--- src/hdl/vdms_pkg.sv ---
// ----------------------------------------------------------------------------
// vdms_pkg: shared types and constants for the vertical drag motion step
// Fixed point constants, register indexes, channel payloads and the divider
// operation types.
// ----------------------------------------------------------------------------
package vdms_pkg;

  localparam int unsigned CfgIdxW = 3;
  localparam int unsigned CfgDataW = 32;

  typedef enum logic [CfgIdxW-1:0] {
    REG_DRAG     = 3'd0,
    REG_MASS     = 3'd1,
    REG_INIT_VEL = 3'd2,
    REG_DT       = 3'd3,
    REG_INTERVAL = 3'd4
  } reg_idx_t;

  // g = 9.8 in Q16.16
  localparam logic [31:0] G_Q16 = 32'd642253;
  localparam logic [31:0] ONE_Q16 = 32'd65536;
  localparam logic [31:0] DIV_MS = 32'd65536000;
  localparam logic [31:0] DIV_TRAP = 32'd131072000;

  localparam int unsigned MagW = 64;   // operand magnitude width

  // one input transfer: a single restart flag
  typedef struct packed {
    logic restart;
  } step_in_t;

  // one output transfer
  typedef struct packed {
    logic [31:0]        step_index;
    logic signed [31:0] velocity;
    logic signed [31:0] acceleration;
    logic signed [31:0] step_displacement;
    logic signed [47:0] total_displacement;
    logic signed [47:0] total_impulse;
    logic signed [31:0] step_work;
    logic signed [47:0] total_work;
  } sample_t;

  // request into the multiply-divide unit
  typedef struct packed {
    logic [MagW-1:0] a;
    logic [MagW-1:0] b;
    logic [31:0]     d;
    logic            neg;
  } umd_req_t;

  function automatic logic signed [63:0] sat32(input logic signed [63:0] x);
    if (x > 64'sd2147483647) return 64'sd2147483647;
    if (x < -64'sd2147483648) return -64'sd2147483648;
    return x;
  endfunction

  function automatic logic signed [63:0] sat48(input logic signed [63:0] x);
    if (x > 64'sh7FFF_FFFF_FFFF) return 64'sh7FFF_FFFF_FFFF;
    if (x < -64'sh8000_0000_0000) return -64'sh8000_0000_0000;
    return x;
  endfunction

  function automatic logic [63:0] mag(input logic signed [63:0] x);
    return x[63] ? 64'(-x) : 64'(x);
  endfunction

endpackage

--- src/hdl/vdms_stream_if.sv ---
// ----------------------------------------------------------------------------
// vdms_stream_if: valid/ready channel
// Carries one payload of parameterized type between a source and a sink.
// ----------------------------------------------------------------------------
interface vdms_stream_if #(parameter type payload_t = logic) ();
  logic     valid;
  logic     ready;
  payload_t data;
  modport source (output valid, output data, input ready);
  modport sink (input valid, input data, output ready);
endinterface

--- src/hdl/vdms_umd.sv ---
// ----------------------------------------------------------------------------
// vdms_umd: serial signed multiply, rounded divide
// round(|a|*|b|/d) half away from zero, capped at 2^63-1, sign applied.
// Multiply is shift-add one bit a cycle, divide is restoring one bit a cycle.
// ----------------------------------------------------------------------------
module vdms_umd (
  input  logic                   clk,
  input  logic                   rst,
  input  logic                   start,
  input  vdms_pkg::umd_req_t     req,
  output logic                   done,
  output logic signed [63:0]     result
);

  typedef enum logic [1:0] {IDLE, MUL, DIV, FIN} state_t;

  state_t          state;
  logic [127:0]    mcand_w; // a, shifted left per bit
  logic [63:0]     mplier;  // b, shifted right per bit
  logic [127:0]    acc;     // product, then dividend shift
  logic [32:0]     rem;
  logic [127:0]    quo;
  logic [31:0]     dvs;
  logic            neg;
  logic [6:0]      cnt;
  logic [7:0]      dcnt;
  logic [33:0]     trial;
  logic [63:0]     qmag;

  assign trial = {rem, acc[127]} - {2'b0, dvs};
  assign qmag = (quo[127:63] != '0) ? 64'h7FFF_FFFF_FFFF_FFFF : quo[63:0];

  always_ff @(posedge clk) begin
    if (rst) begin
      state <= IDLE;
      done <= 1'b0;
    end else begin
      done <= 1'b0;
      unique case (state)
        IDLE: begin
          if (start) begin
            mcand_w <= {64'b0, req.a};
            mplier <= req.b;
            dvs <= req.d;
            neg <= req.neg;
            acc <= '0;
            cnt <= '0;
            state <= MUL;
          end
        end
        MUL: begin
          if (mplier[0]) acc <= acc + mcand_w;
          mcand_w <= mcand_w << 1;
          mplier <= mplier >> 1;
          cnt <= cnt + 7'd1;
          if (cnt == 7'd63) state <= FIN;
        end
        FIN: begin
          // add half divisor for rounding, start division
          acc <= acc + {97'b0, dvs[31:1]};
          rem <= '0;
          quo <= '0;
          dcnt <= '0;
          state <= DIV;
        end
        DIV: begin
          if (!trial[33]) begin
            rem <= trial[32:0];
            quo <= {quo[126:0], 1'b1};
          end else begin
            rem <= {rem[31:0], acc[127]};
            quo <= {quo[126:0], 1'b0};
          end
          acc <= acc << 1;
          dcnt <= dcnt + 8'd1;
          if (dcnt == 8'd127) begin
            state <= IDLE;
            done <= 1'b1;
          end
        end
        default: state <= IDLE;
      endcase
    end
  end

  assign result = neg ? -$signed(qmag) : $signed(qmag);

`ifndef SYNTHESIS
  a_done_pulse: assert property (@(posedge clk) disable iff (rst) done |=> !done)
    else $error("done held");
  a_done_from_div: assert property (@(posedge clk) disable iff (rst)
    done |-> $past(state) == DIV) else $error("done not after divide");
  a_result_cap: assert property (@(posedge clk) disable iff (rst)
    done |-> (result != 64'sh8000_0000_0000_0000)) else $error("cap broken");
`endif

endmodule

--- src/hdl/vertical_drag_motion_step.sv ---
// ----------------------------------------------------------------------------
// vertical_drag_motion_step: Euler step of vertical motion with quadratic drag
// One restart transfer in, zero or one sample transfer out.
// ----------------------------------------------------------------------------
// Each accepted item runs eight rounded multiply-divide operations in order
// (weight, v^2, drag, acceleration, velocity change, displacement, impulse,
// work) through one bit-serial unit: a start, the shift-add multiply, a
// rounding step and the restoring divide each, then the result is handed
// back. The unit is the rate limit; one item is in work at a time. A
// finished sample sits in the output register while the next item is taken;
// the next step waits only if that sample is still untaken when it finishes.
// Configuration is read as each operation starts, so a write during a step
// can change that step; a new initial velocity takes effect at the next
// restart. No clearing pass after reset.
module vertical_drag_motion_step (
  input  logic                       clk,
  input  logic                       rst,
  input  logic                       cfg_we,
  input  logic [vdms_pkg::CfgIdxW-1:0]  cfg_idx,
  input  logic [vdms_pkg::CfgDataW-1:0] cfg_data,
  vdms_stream_if.sink                in_ch,
  vdms_stream_if.source              out_ch
);

  typedef enum logic [3:0] {
    S_IDLE, S_WG, S_V2, S_FD, S_A, S_DV, S_DS, S_IMP, S_WK, S_END
  } state_t;

  state_t state;
  logic [30:0] drag_k, mass, dt, interval;
  logic signed [31:0] init_vel;
  logic signed [31:0] cur_v;
  logic signed [47:0] dsum, isum, wsum;
  logic [31:0] phase, count;
  logic signed [63:0] wg, v2, f, a, vn, ds, imp, wk;
  logic umd_start, umd_done;
  vdms_pkg::umd_req_t req;
  logic signed [63:0] umd_res;
  logic [31:0] m_eff;
  logic signed [63:0] v64, fd_s, fsum;
  logic [32:0] ph;
  logic emit;
  logic step_fin;

  vdms_umd u_umd (.clk, .rst, .start(umd_start), .req, .done(umd_done), .result(umd_res));

  assign m_eff = (mass == '0) ? 32'd1 : {1'b0, mass};
  assign v64 = 64'(cur_v);
  assign fd_s = vdms_pkg::sat48(umd_res);
  assign fsum = vdms_pkg::sat48((cur_v > 0) ? wg + fd_s : wg - fd_s);
  assign ph = ({1'b0, phase} + {2'b0, dt} > 33'hFFFF_FFFF) ? 33'hFFFF_FFFF
            : {1'b0, phase} + {2'b0, dt};
  assign in_ch.ready = (state == S_IDLE);

  // operand set for the operation of each state
  always_comb begin
    req = '0;
    unique case (state)
      S_WG: begin req.a = 64'(mass); req.b = 64'(vdms_pkg::G_Q16); req.d = vdms_pkg::ONE_Q16; end
      S_V2: begin req.a = vdms_pkg::mag(v64); req.b = vdms_pkg::mag(v64);
                  req.d = vdms_pkg::ONE_Q16; end
      S_FD: begin req.a = v2[63:0]; req.b = 64'(drag_k); req.d = vdms_pkg::ONE_Q16; end
      S_A:  begin req.a = vdms_pkg::mag(f); req.b = 64'(vdms_pkg::ONE_Q16); req.d = m_eff;
                  req.neg = f[63]; end
      S_DV: begin req.a = vdms_pkg::mag(a); req.b = 64'(dt); req.d = vdms_pkg::DIV_MS;
                  req.neg = a[63]; end
      S_DS: begin req.a = vdms_pkg::mag(v64 + vn); req.b = 64'(dt);
                  req.d = vdms_pkg::DIV_TRAP; req.neg = (v64 + vn) < 0; end
      S_IMP: begin req.a = vdms_pkg::mag(f); req.b = 64'(dt); req.d = vdms_pkg::DIV_MS;
                  req.neg = f[63]; end
      S_WK: begin req.a = vdms_pkg::mag(ds); req.b = vdms_pkg::mag(f);
                  req.d = vdms_pkg::ONE_Q16; req.neg = ds[63] != f[63]; end
      default: req = '0;
    endcase
  end

  always_ff @(posedge clk) begin
    if (rst) begin
      drag_k <= '0; mass <= 31'd65536; init_vel <= '0; dt <= 31'd65536;
      interval <= 31'd65536;
    end else if (cfg_we) begin
      unique case (cfg_idx)
        vdms_pkg::REG_DRAG:     drag_k <= cfg_data[30:0];
        vdms_pkg::REG_MASS:     mass <= cfg_data[30:0];
        vdms_pkg::REG_INIT_VEL: init_vel <= cfg_data;
        vdms_pkg::REG_DT:       dt <= cfg_data[30:0];
        vdms_pkg::REG_INTERVAL: interval <= cfg_data[30:0];
        default: ;
      endcase
    end
  end

  assign emit = ph > {2'b0, interval};
  // step completes this cycle: output register free or being drained
  assign step_fin = (state == S_END) && (!out_ch.valid || out_ch.ready);

  always_ff @(posedge clk) begin
    if (rst) begin
      state <= S_IDLE; umd_start <= 1'b0; out_ch.valid <= 1'b0;
      cur_v <= '0; dsum <= '0; isum <= '0; wsum <= '0; phase <= '0; count <= '0;
    end else begin
      umd_start <= 1'b0;
      if (out_ch.valid && out_ch.ready && !(step_fin && emit)) out_ch.valid <= 1'b0;
      unique case (state)
        S_IDLE: begin
          if (in_ch.valid) begin
            if (in_ch.data.restart) begin
              cur_v <= init_vel; dsum <= '0; isum <= '0; wsum <= '0;
              phase <= '0; count <= '0;
            end
            state <= S_WG; umd_start <= 1'b1;
          end
        end
        S_WG: if (umd_done) begin wg <= umd_res; state <= S_V2; umd_start <= 1'b1; end
        S_V2: if (umd_done) begin v2 <= umd_res; state <= S_FD; umd_start <= 1'b1; end
        S_FD: if (umd_done) begin f <= fsum; state <= S_A; umd_start <= 1'b1; end
        S_A:  if (umd_done) begin a <= vdms_pkg::sat32(umd_res); state <= S_DV;
                umd_start <= 1'b1; end
        S_DV: if (umd_done) begin vn <= vdms_pkg::sat32(v64 - umd_res); state <= S_DS;
                umd_start <= 1'b1; end
        S_DS: if (umd_done) begin ds <= vdms_pkg::sat32(umd_res); state <= S_IMP;
                umd_start <= 1'b1; end
        S_IMP: if (umd_done) begin imp <= vdms_pkg::sat32(umd_res); state <= S_WK;
                umd_start <= 1'b1; end
        S_WK: if (umd_done) begin wk <= vdms_pkg::sat32(umd_res); state <= S_END; end
        S_END: begin
          // wait for a stalled sample to drain before overwriting it
          if (step_fin) begin
            cur_v <= vn[31:0];
            dsum <= 48'(vdms_pkg::sat48(64'(dsum) + ds));
            isum <= 48'(vdms_pkg::sat48(64'(isum) + imp));
            wsum <= 48'(vdms_pkg::sat48(64'(wsum) + wk));
            count <= count + 32'd1;
            phase <= emit ? 32'(ph - {2'b0, interval}) : ph[31:0];
            if (emit) begin
              out_ch.valid <= 1'b1;
              out_ch.data.step_index <= count;
              out_ch.data.velocity <= vn[31:0];
              out_ch.data.acceleration <= a[31:0];
              out_ch.data.step_displacement <= ds[31:0];
              out_ch.data.total_displacement <= 48'(vdms_pkg::sat48(64'(dsum) + ds));
              out_ch.data.total_impulse <= 48'(vdms_pkg::sat48(64'(isum) + imp));
              out_ch.data.step_work <= wk[31:0];
              out_ch.data.total_work <= 48'(vdms_pkg::sat48(64'(wsum) + wk));
            end
            state <= S_IDLE;
          end
        end
        default: state <= S_IDLE;
      endcase
    end
  end

`ifndef SYNTHESIS
  a_start_on_accept: assert property (@(posedge clk) disable iff (rst)
    (in_ch.valid && in_ch.ready) |=> umd_start) else $error("no start");
  a_busy_no_accept: assert property (@(posedge clk) disable iff (rst)
    (state != S_IDLE) |-> !in_ch.ready) else $error("ready while busy");
  a_valid_from_end: assert property (@(posedge clk) disable iff (rst)
    $rose(out_ch.valid) |-> $past(state) == S_END) else $error("stray valid");
`endif

endmodule

--- src/flat_wrapper.sv ---
// flat-port wrapper written by rule: the top's interface ports become plain ports
module vertical_drag_motion_step_flat 
  (clk, rst, cfg_we, cfg_idx, cfg_data, in_ch_valid, in_ch_data, in_ch_ready, out_ch_valid, out_ch_data, out_ch_ready);
  vdms_stream_if #(.payload_t(vdms_pkg::step_in_t)) in_ch_i ();
  vdms_stream_if #(.payload_t(vdms_pkg::sample_t)) out_ch_i ();
  input  logic clk;
  input  logic rst;
  input  logic cfg_we;
  input  logic [vdms_pkg::CfgIdxW-1:0] cfg_idx;
  input  logic [vdms_pkg::CfgDataW-1:0] cfg_data;
  input wire logic [$bits(in_ch_i.valid)-1:0] in_ch_valid;
  input wire logic [$bits(in_ch_i.data)-1:0] in_ch_data;
  output wire logic [$bits(in_ch_i.ready)-1:0] in_ch_ready;
  output wire logic [$bits(out_ch_i.valid)-1:0] out_ch_valid;
  output wire logic [$bits(out_ch_i.data)-1:0] out_ch_data;
  input wire logic [$bits(out_ch_i.ready)-1:0] out_ch_ready;
  assign in_ch_i.valid = in_ch_valid;
  assign in_ch_i.data = in_ch_data;
  assign in_ch_ready = in_ch_i.ready;
  assign out_ch_valid = out_ch_i.valid;
  assign out_ch_data = out_ch_i.data;
  assign out_ch_i.ready = out_ch_ready;
  vertical_drag_motion_step u_core (.clk(clk), .rst(rst), .cfg_we(cfg_we), .cfg_idx(cfg_idx), .cfg_data(cfg_data), .in_ch(in_ch_i), .out_ch(out_ch_i));
endmodule
--- config.mk ---
export PLATFORM = sky130hd
export DESIGN_NAME = vertical_drag_motion_step_flat
export DESIGN_NICKNAME = d
export VERILOG_FILES = /design/src/hdl/vdms_pkg.sv /design/src/hdl/vdms_stream_if.sv /design/src/hdl/vdms_umd.sv /design/src/hdl/vertical_drag_motion_step.sv /design/src/flat_wrapper.sv
export SDC_FILE = /design/constraint.sdc
export NUM_CORES = 2
export LEC_CHECK = 0
export ABC_CLOCK_PERIOD_IN_PS = 31100
export CORE_AREA = 2 2 608 610
export CTS_CLUSTER_DIAMETER = 50
export DETAILED_ROUTE_END_ITERATION = 8
export DIE_AREA = 0 0 610 612
export DONT_BUFFER_PORTS = 1
export GPL_TIMING_DRIVEN = 1
export PLACE_DENSITY = 0.52
export SETUP_SLACK_MARGIN = 0.15
export SYNTH_ARGS = -nofsm -noshare
export SYNTH_HDL_FRONTEND = slang
export SYNTH_SLANG_ARGS = --single-unit
--- constraint.sdc ---
create_clock -name clk -period 31.1 [get_ports clk]
set_clock_uncertainty 0.2 [all_clocks]
set_input_delay 3.11 -clock clk [delete_from_list [all_inputs] [get_ports clk]]
set_output_delay 3.11 -clock clk [all_outputs]
set_load 0.01 [all_outputs]
==> results.sh <==
export IMPL_outcome="completed"
export IMPL_total_power_uw=7020
export IMPL_layoutNonFillerInstCount=16600
export IMPL_first_pass_iters=6
export IMPL_p_switching_uw=2120
export IMPL_worstPathRequired_ns=31.50
export IMPL_clk_insertion_delay_late_ns=0.93
export IMPL_wl_mm=429
export IMPL_ys_types=112
export IMPL_hold_buffers=0
export IMPL_post_cts_buffers=0
export IMPL_crit_arrival_ns=15.58
export IMPL_leakagePower_uw=0.0469
export IMPL_crit_path_end_kind="flip-flop"
export IMPL_met3_usage_pct=4.51
export IMPL_yosys_warnings=0
export IMPL_path_class="flip-flop to flip-flop"
export IMPL_hp_class="flip-flop to flip-flop"
export IMPL_setup_violations=0
export IMPL_hold_start="u_core.count[31]"
export IMPL_crit_fanout=55
export IMPL_crit_top_cell="o21ai_0"
export IMPL_clock_power_share_pct=45.1
export IMPL_drtIter0Drc=11100
export IMPL_switching_share_pct=30.2
export IMPL_gp_congestion=0.974
export IMPL_vias_per_cell=5.63
export IMPL_synthArstFlopShare_pct=0
export IMPL_core_um2=367000
export IMPL_grt_pass1_wl_mm=613
export IMPL_num_rows=223
export IMPL_io_pins=347
export IMPL_grt_use_total_pct=22.1
export IMPL_met2_usage_pct=33.2
export IMPL_area_delta_synth_final_pct=13.9
export IMPL_drive_gt1_share_pct=7.49
export IMPL_dp_cells=16000
export IMPL_critPathSlowestCell="o41ai_1"
export IMPL_grt_max_degree=212
export IMPL_slew_headroom_pct=6.95
export IMPL_clockRootBuffer="clkbuf_16"
export IMPL_grt_overflow=0
export IMPL_grt_pass1_vias=86300
export IMPL_post_drt_wl_per_cell_um=25.9
export IMPL_final_design_area_no_fill_um2=125000
export IMPL_period_minus_slack_ns=15.19
export IMPL_setup_slack_ns=15.91
export IMPL_postPlaceCellArea_um2=115000
export IMPL_netlist_area_um2=110000
export IMPL_hold_violations=0
export IMPL_cp_start_kind="flip-flop"
export IMPL_dp_hpwl_mm=314
export IMPL_h_tree_depth=5
export IMPL_critPathMaxStageDelay_ns=0.82
export IMPL_cts_buffers=283
export IMPL_min_to="u_core.out_ch.data[303]"
export IMPL_start_util_pct=29.8
export IMPL_drcViolationCount=0
export IMPL_syn_avg_cell_area_um2=9.47
export IMPL_reg2reg_slack_ns=15.91
export IMPL_synth_edf_count=1344
export IMPL_max_freq_mhz=65.9
export IMPL_dieArea_um2=373000
export IMPL_internal_power_uw=4900
export IMPL_pwr_share_seq_pct=37.5
export IMPL_cts_tree="yes"
export IMPL_worstMarginPinSlew_ns=1.39
export IMPL_die_y_um=612
export IMPL_synth_top_flop_cell="edfxtp_1"
export IMPL_vias=93300
export IMPL_peakVddDrop_mv=0.0417
export IMPL_r2r_start="u_core.u_umd.quo[78]"
export IMPL_timing_rr_end="u_core.f[9]"
export IMPL_critPathLaunch="u_core.u_umd.quo[78]"
export IMPL_ant_nets=0
export IMPL_cts_sinks=1749
export IMPL_combPwrFrac_pct=17.4
export IMPL_dp_slack_ns=16.27
export IMPL_clk_path_buf_depth=4
export IMPL_port_buffers=0
export IMPL_cap_violations=0
export IMPL_grt_busiest_layer="met2"
export IMPL_ys_seq_area_share_pct=44.2
export IMPL_whs_path_depth=0
export IMPL_syn_num_nets=12200
export IMPL_clk_pin_slew_ns=0.06
export IMPL_r2r_cells=51
export IMPL_powerDensity_nw_per_um2=56.2
export IMPL_drv_slew=0
export IMPL_layout_nets=12100
export IMPL_synthCells=11600
export IMPL_fp_dieW_um=610
export IMPL_cts_resized=0
export IMPL_post_route_period_util_pct=48.8
export IMPL_tns_ns=0
export IMPL_rsz0062_at_grt="false"
export IMPL_synth_seq_cells=1749
export IMPL_grt_use_met1_pct=29.6
export IMPL_antenna_found_initial=64
-- sequential cells by signal (all words and copies together) (netlist names), 128 cells and up --
| name | flops |
|---|---|
| u_core.u_umd.acc | 128 |
| u_core.u_umd.mcand_w | 128 |
| u_core.out_ch.data | 304 |
| u_core.u_umd.quo | 128 |
-- stage by stage --
stage	hold slack (ns)	util, %
6_report	0.245	34.0
4_1_cts	0.248	34.0
3_5_place_dp	0.236	31.4
2_1_floorplan	0.217	-
5_1_grt	0.266	34.0
3_3_place_gp	0.231	31.4
-- synthesized netlist by cell type (243+ instances only) --
cell type	n	area share (%)
nand2_1	1181	4.0
xnor2_1	441	3.5
dfxtp_1	405	7.4
a21oi_1	886	4.0
and3_1	280	1.6
ha_1	611	7.0
a21o_1	385	2.6
nand3_1	243	1.1
clkbuf_1	542	1.9
nor2_1	782	2.7
nor3_1	249	1.1
xor2_1	419	3.3
edfxtp_1	1344	37
o21ai_0	975	4.5
inv_1	342	1.2
-- routing by layer --
metal	part of all wire [%]	vias up
met5	0.0061	-
met4	5.9	4
met3	8.6	817
met2	43	3906
met1	43	45200
li1	-	43300
-- layout make-up --
class | instances | area [um^2]
clock buffer | 331 | 7460
sequential | 1749 | 48500
tap | 4837 | 6050
antenna | 27 | 67.6
multi-input combinational | 8881 | 57900
fill | 37500 | 242000
clock inverter | 188 | 1900
timing repair buffer | 214 | 1660
inverter | 349 | 1320
-- power by group through the flow --
stage | combinational, uW | clock (uW) | sequential, uW
floorplan | 835 | 0 | 2670
global placement | 1190 | 0 | 2680
detailed placement | 1190 | 0 | 2680
CTS | 1190 | 3220 | 2630
global route | 1320 | 3310 | 2640
finish | 1220 | 3170 | 2630
-- worst max path at each step --
| stage | endpoint | cells after the start |
|---|---|---|
| after floorplan | u_core.u_umd.cnt[0] | 3 |
| after global placement | u_core.f[6] | 51 |
| after detailed placement | u_core.f[46] | 51 |
| after CTS | u_core.f[9] | 51 |
| after global routing | u_core.f[25] | 51 |
| final | u_core.f[9] | 51 |
-- critical path, delay by kind of cell (launching register included) --
| kind | cells | cell delay, ns |
|---|---|---|
| and+or+nand+nor | 20 | 4.89 |
| AOI/OAI and AO/OA | 18 | 4.84 |
| buffers and inverters | 7 | 2.36 |
| adders and majority gates | 4 | 1.35 |
| xor gates and xnor gates | 2 | 0.76 |
| DFF | 1 | 0.37 |
-- cells in the final DEF (no fill, tap or decap), types with 108 or more instances in the layout --
cell type / netlist / final
a21o_1: 385 / 385
buf_4: 0 / 210
ha_1: 611 / 610
inv_1: 342 / 339
nand2_1: 1181 / 1177
or3_1: 115 / 115
nand4_1: 115 / 115
nor3_1: 249 / 245
and3_1: 280 / 280
xor2_1: 419 / 417
xnor2_1: 441 / 439
o21ai_0: 975 / 942
and2_1: 171 / 170
nand2b_1: 128 / 127
nand3_1: 243 / 243
a21oi_1: 886 / 884
a211oi_1: 108 / 108
dfxtp_1: 405 / 402
nor2_1: 782 / 763
o31ai_1: 127 / 127
clkbuf_16: 0 / 288
edfxtp_1: 1344 / 1344
-- cells by family after synthesis --
kind of cell	Yosys count	synth area share, %
AO/OA/AOI/OAI	3649	21.4
buffers and inverters	940	3.26
multiplexers	70	0.643
XOR/XNOR	861	6.89
AND/OR/NAND/NOR	3678	16.3
flip-flops	1749	44.2
adder cells (fa/ha/maj)	623	7.18
(Power assumes the default switching activity.)
